`src/rtl/i2cbl_pkg.sv`:
```
// Shared types and phase codes for the I2C bit-level master.
package i2cbl_pkg;

	localparam int unsigned DLY_W = 10;  // 4 us * 255 ticks fits in 10 bits

	localparam logic [4:0] PH_IDLE = 5'd0;
	localparam logic [4:0] PH_S1   = 5'd1;
	localparam logic [4:0] PH_S2   = 5'd2;
	localparam logic [4:0] PH_S3   = 5'd3;
	localparam logic [4:0] PH_P1   = 5'd4;
	localparam logic [4:0] PH_P2   = 5'd5;
	localparam logic [4:0] PH_P3   = 5'd6;
	localparam logic [4:0] PH_W0   = 5'd7;
	localparam logic [4:0] PH_WB1  = 5'd8;
	localparam logic [4:0] PH_WB2  = 5'd9;
	localparam logic [4:0] PH_WB3  = 5'd10;
	localparam logic [4:0] PH_WT1  = 5'd11;
	localparam logic [4:0] PH_WT2  = 5'd12;
	localparam logic [4:0] PH_WT3  = 5'd13;
	localparam logic [4:0] PH_R0   = 5'd14;
	localparam logic [4:0] PH_RB1  = 5'd15;
	localparam logic [4:0] PH_RB2  = 5'd16;
	localparam logic [4:0] PH_RB3  = 5'd17;
	localparam logic [4:0] PH_RB4  = 5'd18;
	localparam logic [4:0] PH_RB5  = 5'd19;
	localparam logic [4:0] PH_RA1  = 5'd20;
	localparam logic [4:0] PH_RA2  = 5'd21;
	localparam logic [4:0] PH_RA3  = 5'd22;
	localparam logic [4:0] PH_A0   = 5'd23;
	localparam logic [4:0] PH_A1   = 5'd24;
	localparam logic [4:0] PH_A2   = 5'd25;
	localparam logic [4:0] PH_A3   = 5'd26;

	localparam logic [2:0] FN_START = 3'd0;
	localparam logic [2:0] FN_STOP  = 3'd1;
	localparam logic [2:0] FN_WRITE = 3'd2;
	localparam logic [2:0] FN_READ  = 3'd3;
	localparam logic [2:0] FN_WACK  = 3'd4;

	localparam logic REG_TPU   = 1'b0;
	localparam logic REG_LIMIT = 1'b1;

	localparam logic [7:0] TPU_RST   = 8'd8;
	localparam logic [7:0] LIMIT_RST = 8'd250;

	typedef struct packed {
		logic [4:0]       phase;
		logic [DLY_W-1:0] dly;
		logic [3:0]       bcnt;
		logic [7:0]       shreg;
		logic [7:0]       poll;
		logic             scl;
		logic             pull;
		logic [7:0]       rx;
		logic             ackf;
		logic             nackl;
	} st_t;

	// idle, pins released
	localparam st_t ST_RST = '{phase: PH_IDLE, dly: '0, bcnt: '0, shreg: '0, poll: '0,
		scl: 1'b1, pull: 1'b0, rx: '0, ackf: 1'b0, nackl: 1'b0};

	typedef struct packed {
		st_t  st;
		logic cont;
		logic done;
	} act_t;

endpackage

```
`src/rtl/i2c_bit_level_master.sv`:
```
// Top level of the I2C bit-level master: input stage, sequencer state, result register.
//
//  channel | handshake            | payload
//  --------+----------------------+--------------------------------------------------
//  in      | in_valid / in_stall  | cmd_valid func tx_byte nack_after_read sda_in
//  out     | out_valid / out_stall| scl_level sda_pull_low busy_res done_res rx_byte
//          |                      | ack_missing
//  cfg     | cfg_we               | cfg_index cfg_wdata (0 ticks/us, 1 ack poll limit)
//
// One tick transaction is taken per clock while in_stall is low. It is held in the input
// register, then loaded into the result register, which raises out_valid. The sequencer
// state advances in the same edge that loads the result register.
// arst_n clears the sequencer (pins released, idle) and restores register defaults.
// A stall on the output holds the result register and backs up into the input
// register; in_stall rises only while both are full and the output is stalled.
module i2c_bit_level_master (
	input  logic       clk,
	input  logic       arst_n,
	input  logic       in_valid,
	output logic       in_stall,
	input  logic       cmd_valid,
	input  logic [2:0] func,
	input  logic [7:0] tx_byte,
	input  logic       nack_after_read,
	input  logic       sda_in,
	output logic       out_valid,
	input  logic       out_stall,
	output logic       scl_level,
	output logic       sda_pull_low,
	output logic       busy_res,
	output logic       done_res,
	output logic [7:0] rx_byte,
	output logic       ack_missing,
	input  logic       cfg_we,
	input  logic       cfg_index,
	input  logic [7:0] cfg_wdata
);
	import i2cbl_pkg::*;

	// configuration
	logic [7:0] tpu_q, limit_q;

	// input stage
	logic       vld_s1;
	logic       cmdv_s1, nack_s1, sda_s1;
	logic [2:0] func_s1;
	logic [7:0] tx_s1;

	// sequencer state and result register
	st_t  st_q, st_nxt;
	logic done_nxt;
	logic ovld_q;
	logic scl_q, pull_q, busy_q, done_q, ack_q;
	logic [7:0] rx_q;

	logic adv, in_acc;

	assign adv      = ~ovld_q | ~out_stall;
	assign in_stall = vld_s1 & ~adv;
	assign in_acc   = in_valid & ~in_stall;

	always_ff @(posedge clk or negedge arst_n) begin
		if (!arst_n) begin
			tpu_q   <= TPU_RST;
			limit_q <= LIMIT_RST;
		end else if (cfg_we) begin
			case (cfg_index)
				REG_TPU:   tpu_q   <= cfg_wdata;
				REG_LIMIT: limit_q <= cfg_wdata;
				default:   ;
			endcase
		end
	end

	always_ff @(posedge clk or negedge arst_n) begin
		if (!arst_n) begin
			vld_s1 <= 1'b0;
		end else begin
			vld_s1 <= in_acc | (vld_s1 & ~adv);
		end
	end

	always_ff @(posedge clk) begin
		if (in_acc) begin
			cmdv_s1 <= cmd_valid;
			func_s1 <= func;
			tx_s1   <= tx_byte;
			nack_s1 <= nack_after_read;
			sda_s1  <= sda_in;
		end
	end

	i2cbl_core u_core (
		.cur             (st_q),
		.cmd_valid       (cmdv_s1),
		.func            (func_s1),
		.tx_byte         (tx_s1),
		.nack_after_read (nack_s1),
		.sda_in          (sda_s1),
		.tpu             (tpu_q),
		.limit           (limit_q),
		.nxt             (st_nxt),
		.done            (done_nxt)
	);

	always_ff @(posedge clk or negedge arst_n) begin
		if (!arst_n) begin
			st_q   <= ST_RST;
			ovld_q <= 1'b0;
		end else begin
			if (vld_s1 && adv) begin
				st_q <= st_nxt;
			end
			ovld_q <= (vld_s1 & adv) | (ovld_q & out_stall);
		end
	end

	always_ff @(posedge clk) begin
		if (vld_s1 && adv) begin
			scl_q  <= st_nxt.scl;
			pull_q <= st_nxt.pull;
			busy_q <= (st_nxt.phase != PH_IDLE);
			done_q <= done_nxt;
			rx_q   <= st_nxt.rx;
			ack_q  <= st_nxt.ackf;
		end
	end

	assign out_valid    = ovld_q;
	assign scl_level    = scl_q;
	assign sda_pull_low = pull_q;
	assign busy_res     = busy_q;
	assign done_res     = done_q;
	assign rx_byte      = rx_q;
	assign ack_missing  = ack_q;

endmodule

```
`src/rtl/i2cbl_core.sv`:
```
// Next-state logic: one tick of the pin sequencer.
module i2cbl_core (
	input  i2cbl_pkg::st_t cur,
	input  logic           cmd_valid,
	input  logic [2:0]     func,
	input  logic [7:0]     tx_byte,
	input  logic           nack_after_read,
	input  logic           sda_in,
	input  logic [7:0]     tpu,
	input  logic [7:0]     limit,
	output i2cbl_pkg::st_t nxt,
	output logic           done
);
	import i2cbl_pkg::*;

	logic [7:0]       t_eff;
	logic [DLY_W-1:0] d1, d2, d4;
	st_t              s0;
	logic             run;
	act_t             a1, a2;

	assign t_eff = (tpu == 8'd0) ? 8'd1 : tpu;
	assign d1 = {2'b00, t_eff};
	assign d2 = {1'b0, t_eff, 1'b0};
	assign d4 = {t_eff, 2'b00};

	// one phase action; cont set when the next phase acts in the same tick
	function automatic act_t act(input st_t s);
		act_t r;
		r      = '0;
		r.st   = s;
		case (s.phase)
			PH_S1: begin r.st.scl = 1'b1; r.st.pull = 1'b0; r.st.dly = d4; r.st.phase = PH_S2; end
			PH_S2: begin r.st.pull = 1'b1; r.st.dly = d4; r.st.phase = PH_S3; end
			PH_S3: begin r.st.scl = 1'b0; r.st.phase = PH_IDLE; r.st.dly = '0; r.done = 1'b1; end
			PH_P1: begin r.st.scl = 1'b0; r.st.pull = 1'b1; r.st.dly = d4; r.st.phase = PH_P2; end
			PH_P2: begin r.st.scl = 1'b1; r.st.dly = d4; r.st.phase = PH_P3; end
			PH_P3: begin r.st.pull = 1'b0; r.st.phase = PH_IDLE; r.st.dly = '0; r.done = 1'b1; end
			PH_W0: begin
				r.st.pull = 1'b1; r.st.scl = 1'b0; r.st.bcnt = '0;
				r.st.phase = PH_WB1; r.cont = 1'b1;
			end
			PH_WB1: begin
				r.st.pull  = ~s.shreg[7];
				r.st.scl   = 1'b0;
				r.st.shreg = {s.shreg[6:0], 1'b0};
				r.st.dly   = d2; r.st.phase = PH_WB2;
			end
			PH_WB2: begin r.st.scl = 1'b1; r.st.dly = d2; r.st.phase = PH_WB3; end
			PH_WB3: begin
				r.st.scl   = 1'b0;
				r.st.bcnt  = s.bcnt + 4'd1;
				r.st.phase = (r.st.bcnt < 4'd8) ? PH_WB1 : PH_WT1;
				r.cont     = 1'b1;
			end
			PH_WT1: begin r.st.scl = 1'b0; r.st.dly = d2; r.st.phase = PH_WT2; end
			PH_WT2: begin r.st.pull = 1'b1; r.st.dly = d2; r.st.phase = PH_WT3; end
			PH_WT3: begin r.st.phase = PH_IDLE; r.st.dly = '0; r.done = 1'b1; end
			PH_R0: begin
				r.st.pull = 1'b0; r.st.bcnt = '0; r.st.shreg = '0;
				r.st.dly = d2; r.st.phase = PH_RB1;
			end
			PH_RB1: begin r.st.scl = 1'b0; r.st.dly = d2; r.st.phase = PH_RB2; end
			PH_RB2: begin r.st.scl = 1'b1; r.st.dly = d2; r.st.phase = PH_RB3; end
			PH_RB3: begin
				r.st.shreg = {s.shreg[6:0], sda_in};
				r.st.dly = d2; r.st.phase = PH_RB4;
			end
			PH_RB4: begin r.st.scl = 1'b0; r.st.dly = d2; r.st.phase = PH_RB5; end
			PH_RB5: begin
				r.st.bcnt  = s.bcnt + 4'd1;
				r.st.phase = (r.st.bcnt < 4'd8) ? PH_RB1 : PH_RA1;
				r.cont     = 1'b1;
			end
			PH_RA1: begin
				r.st.scl = 1'b0; r.st.pull = ~s.nackl;
				r.st.dly = d2; r.st.phase = PH_RA2;
			end
			PH_RA2: begin r.st.scl = 1'b1; r.st.dly = d2; r.st.phase = PH_RA3; end
			PH_RA3: begin
				r.st.scl = 1'b0; r.st.rx = s.shreg;
				r.st.phase = PH_IDLE; r.st.dly = '0; r.done = 1'b1;
			end
			PH_A0: begin r.st.pull = 1'b0; r.st.dly = d2; r.st.phase = PH_A1; end
			PH_A1: begin r.st.pull = 1'b0; r.st.dly = d1; r.st.phase = PH_A2; end
			PH_A2: begin r.st.scl = 1'b1; r.st.dly = d1; r.st.phase = PH_A3; end
			PH_A3: begin
				if (!sda_in) begin
					r.st.scl = 1'b0; r.st.ackf = 1'b0;
					r.st.phase = PH_IDLE; r.st.dly = '0; r.done = 1'b1;
				end else if (s.poll >= limit) begin
					// timed out: fall straight into a stop
					r.st.ackf = 1'b1; r.st.phase = PH_P1; r.cont = 1'b1;
				end else begin
					r.st.poll = s.poll + 8'd1;
					r.st.dly  = '0;
				end
			end
			default: begin r.st.phase = PH_IDLE; r.st.dly = '0; end
		endcase
		return r;
	endfunction

	// entry: command decode, delay countdown
	always_comb begin
		s0  = cur;
		run = 1'b0;
		if (cur.phase == PH_IDLE) begin
			if (cmd_valid && func <= FN_WACK) begin
				run = 1'b1;
				case (func)
					FN_START: s0.phase = PH_S1;
					FN_STOP:  s0.phase = PH_P1;
					FN_WRITE: begin s0.phase = PH_W0; s0.shreg = tx_byte; end
					FN_READ:  begin s0.phase = PH_R0; s0.nackl = nack_after_read; end
					default:  begin s0.phase = PH_A0; s0.poll = '0; s0.ackf = 1'b0; end
				endcase
			end
		end else if (cur.dly != '0) begin
			s0.dly = cur.dly - DLY_W'(1);
			run    = (s0.dly == '0);
		end else begin
			run = 1'b1;
		end
	end

	// at most two chained actions per tick
	always_comb begin
		a1 = run ? act(s0) : act_t'{st: s0, cont: 1'b0, done: 1'b0};
		a2 = a1.cont ? act(a1.st) : a1;
		nxt  = a2.st;
		done = a1.done | a2.done;
	end

endmodule
```
`config.mk`:
```
export PLATFORM = sky130hd
export DESIGN_NAME = i2c_bit_level_master
export DESIGN_NICKNAME = d
export VERILOG_FILES = /design/src/rtl/i2cbl_pkg.sv /design/src/rtl/i2c_bit_level_master.sv /design/src/rtl/i2cbl_core.sv
export SDC_FILE = /design/constraint.sdc
export NUM_CORES = 1
export LEC_CHECK = 0
export BUFFER_PORTS_ARGS = -buffer_cell sky130_fd_sc_hd__buf_4
export CAP_MARGIN = 40
export CORE_UTILIZATION = 56
export CTS_CLUSTER_SIZE = 30
export DETAILED_ROUTE_END_ITERATION = 6
export PLACE_DENSITY = 0.86
export SYNTH_ARGS = -nofsm -noshare
export SYNTH_HDL_FRONTEND = slang
export SYNTH_HIERARCHICAL = 1
export SYNTH_SLANG_ARGS = --single-unit
```
`constraint.sdc`:
```
create_clock -name clk -period 4.5 [get_ports clk]
set_input_delay 0.675 -clock clk [delete_from_list [all_inputs] [get_ports clk]]
set_output_delay 0.675 -clock clk [all_outputs]
set_load 0.05 [all_outputs]
```
==> metrics.txt <==
status finished, violations left; failing checks setup timing; fin crit share 1.01; initial antenna violation count 0; critical path class flop to flop; VDD IR-drop max roughly 390 uV; ANT nets after route 0; number of enable flip-flop cells after synthesis 27; number of global-route vias before repair approximately 5500; Total GRT Usage 0.307; CTS sink count 92; Final nets 794; H-tree depth 3; combinational power share 0.579; Slew @ Worst Pin between 0.9 and 1 ns; WL/cell between 15 and 20 microns; Clock transition at path regs roughly 0.060 ns; Register Area roughly 0.0024 sq mm; FILL cells about 800; crit path DAT around 4.7 ns; Worst setup EP type flop; RSZ-0062 raised after global routing true; area leader, netlist dfrtp_1; gpl congestion roughly 0.97; PwrDens 570 mW/mm^2; clock group share of total power 0.160; Initial Utilization 0.586; CTS tree built; Req. time, crit path 4.72 ns; Netlist cell types 80; hold slack final about 0.44 ns; share of cells above drive strength 1 0.341; worst min path class input pin to async pin; max frequency roughly 220 MHz; Root Driver clkbuf_16; Max-Slew Margin vs Limit 0.399; internal power roughly 0.0025 W; clock buffer depth 2; post-DP HPWL roughly 12000 microns; DIE WIDTH approximately 110 microns; later-pin clock latency in the skew report 0.35 ns; largest net degree at the start of global routing 66; Pleak 3.44 nW; area taken by multi-input logic gates just under 0.004 sq mm; Netlist Area Pre-Place between 0.006 and 0.007 sq mm; number of detailed-route iterations in the first pass 7; reg-to-reg setup timing slack -0.02 ns; GRT met2 Usage 0.486; Seq/Total Area, Yosys 0.379; Avg Cell Area, Syn roughly 9.8 sq um; Worst setup SP type flop; FF-to-FF End busy_res; syn nets 710; FF+latch count, synth 92; Reg2Reg Depth 21; CTS Buf Count 9; final worst slack -0.0229 ns; max-slew violation count 0; Buffers on Ports 42; P_sw 0.00188 W; ranking of synthesized cells by area dfrtp_1 (22%), edfxtp_1 (13%), mux2_2 (9.1%), mux2_4 (4.4%), ha_1 (3.9%); final hold violation count 0; post-layout util 0.700; global route overflow 0; CORE AREA between 0.01 and 0.015 sq mm; DRT iter0 DRCs 557; max_cap viols 0; yosys warns 6; Die H 109 microns; worst-path fanout max 4; GR Util met3 0.0510; Sequential Power Share 0.261; Reg-to-Reg Start st_q[35]; Synth top area share 0.221; top-level I/O count 43; minimum clock period about 4.5 ns; Post-route DRC 0; met1 GRT Util 0.418; WL final between 15000 and 20000 microns; Die ar. 0.0120 sq mm; ys flop type dfrtp_1; async set-reset flop share out of synthesis 0.707; Area Overhead vs Synth 19.6%; Gate Count Post-Synth about 660; Vias between 5000 and 6000; Setup Skew between 0.008 and 0.009 ns; antenna cells 0; switching portion of total power 0.428; first-pass GRT wire length 27900 microns; GRT busiest layer met2; Core Rows 38; endpoints failing setup 2; routed vias/inst between 6 and 7
-- metrics by stage --
step | total power (W) | instances | area [sq um] | setup TNS, ns | setup slack, ns
6_report | 0.00440 | 891 | 7720 | -0.0296 | -0.0229
5_1_grt | 0.00465 | 891 | 7720 | -0.586 | -0.269
4_1_cts | 0.00431 | 884 | 7590 | 0 | 0.0115
3_5_place_dp | 0.00357 | 860 | 7210 | -0.0725 | -0.0554
3_3_place_gp | 0.00352 | 860 | 7210 | 0 | 0.0786
2_1_floorplan | 0.00286 | 662 | 6550 | 0 | 0.00939
-- registers in the layout (all words and copies together) (netlist names) --
name / flops
ack_missing: 1
busy_res: 1
cmdv_s1: 1
done_res: 1
func_s1: 3
limit_q: 8
nack_s1: 1
out_valid: 1
rx_byte: 8
scl_level: 1
sda_pull_low: 1
sda_s1: 1
st_q: 47
tpu_q: 8
tx_s1: 8
vld_s1: 1
-- Yosys cell counts (3+ instances only) --
| master | n |
|---|---|
| xnor2_1 | 14 |
| a31o_2 | 3 |
| o22ai_1 | 8 |
| a21o_1 | 7 |
| or2_2 | 3 |
| dfstp_2 | 8 |
| nand2b_1 | 4 |
| nor3_1 | 24 |
| a211oi_1 | 6 |
| nand2_1 | 59 |
| nor2_1 | 44 |
| clkbuf_1 | 22 |
| a221oi_1 | 3 |
| dfrtp_1 | 57 |
| buf_6 | 4 |
| nand4_1 | 5 |
| a41oi_1 | 3 |
| a32o_1 | 3 |
| a222oi_1 | 6 |
| nor2b_1 | 6 |
| a21oi_1 | 31 |
| o21ai_0 | 43 |
| and3_1 | 3 |
| nor3b_1 | 4 |
| nand3_1 | 21 |
| mux2i_1 | 11 |
| and2_1 | 6 |
| or3_1 | 7 |
| ha_1 | 20 |
| a31oi_1 | 8 |
| a41o_1 | 4 |
| a22oi_1 | 3 |
| inv_1 | 26 |
| buf_2 | 4 |
| o211ai_1 | 7 |
| or3b_2 | 3 |
| mux2_2 | 52 |
| a22o_1 | 6 |
| edfxtp_1 | 27 |
| xor2_1 | 8 |
| o21a_1 | 4 |
| mux2_4 | 19 |
| or4_1 | 3 |
-- cells in the final DEF (no fill, tap or decap), drive strengths merged, types with 11 or more instances in the layout --
master,netlist,final
mux2,71,71
a21oi,32,32
nand2,59,59
nor3,24,24
clkbuf,23,13
buf,14,110
nor2,46,46
xnor2,14,14
edfxtp,27,27
mux2i,11,11
o21ai,44,44
inv,26,26
nand3,21,21
dfrtp,57,57
ha,20,20
-- metal layers --
layer	vias to the layer above	share of wire
met2	255	0.47
li1	2652	-
met1	2771	0.44
met5	-	0
met4	0	0.025
met3	30	0.067
-- critical path: stages (launching register included) --
cell and delay, ns:
dfrtp_1 0.39, or4_4 0.58, o41a_1 0.43, a211oi_2 0.27, nand4b_1 0.21, nand2_2 0.14
nand4_1 0.20, xnor2_1 0.24, inv_1 0.10, ha_4 0.21, nand2b_4 0.13, a21o_1 0.15
a21o_1 0.14, a21o_1 0.15, a21o_1 0.15, a21o_1 0.16, a21oi_2 0.10, o21ai_1 0.07
a311oi_1 0.26, o21a_1 0.21, nor3_2 0.05, nand2_1 0.06
-- timing repair --
item	4_1_cts	5_1_grt
resized for setup	10	18
hold buffers	0	0
endpoints found under the setup margin	2	9
pin swaps	9	20
buffers inserted	8	7
-- worst max-delay path by stage --
stage / startpoint / to / slack, ns / cells past startpoint
floorplan: st_q[34] / busy_res / 0.009 / 22
global placement: st_q[33] / busy_res / 0.08 / 21
detailed placement: st_q[33] / busy_res / -0.06 / 21
CTS: func_s1[0] / busy_res / 0.01 / 24
global route: st_q[35] / busy_res / -0.27 / 21
finish: st_q[35] / busy_res / -0.02 / 21
-- power groups by stage --
stage	registers [W]	clock network, W	logic (W)
after floorplan	0.00120	0	0.00167
after global placement	0.00114	0	0.00238
after detailed placement	0.00115	0	0.00242
after CTS	0.00114	0.000710	0.00246
after global routing	0.00117	0.000737	0.00275
final	0.00115	0.000703	0.00255
-- logic make-up after synthesis --
logic type / Yosys count / synth area share
AOI/OAI and AO/OA: 174 / 0.188
xor gates and xnor gates: 22 / 0.0298
adders and majority gates: 20 / 0.0387
buffers and inverters: 63 / 0.0484
DFF: 92 / 0.379
muxes: 82 / 0.152
and+or+nand+nor: 209 / 0.164
-- cell type report --
type	count	share of cell area
inverter	26	0.0126
sequential	92	0.317
tap	140	0.0227
timing repair buffer	110	0.109
multi-input combinational	507	0.504
clock inverter	3	0.00162
clock buffer	13	0.0337
No activity file was read; power rests on OpenSTA's default activity.
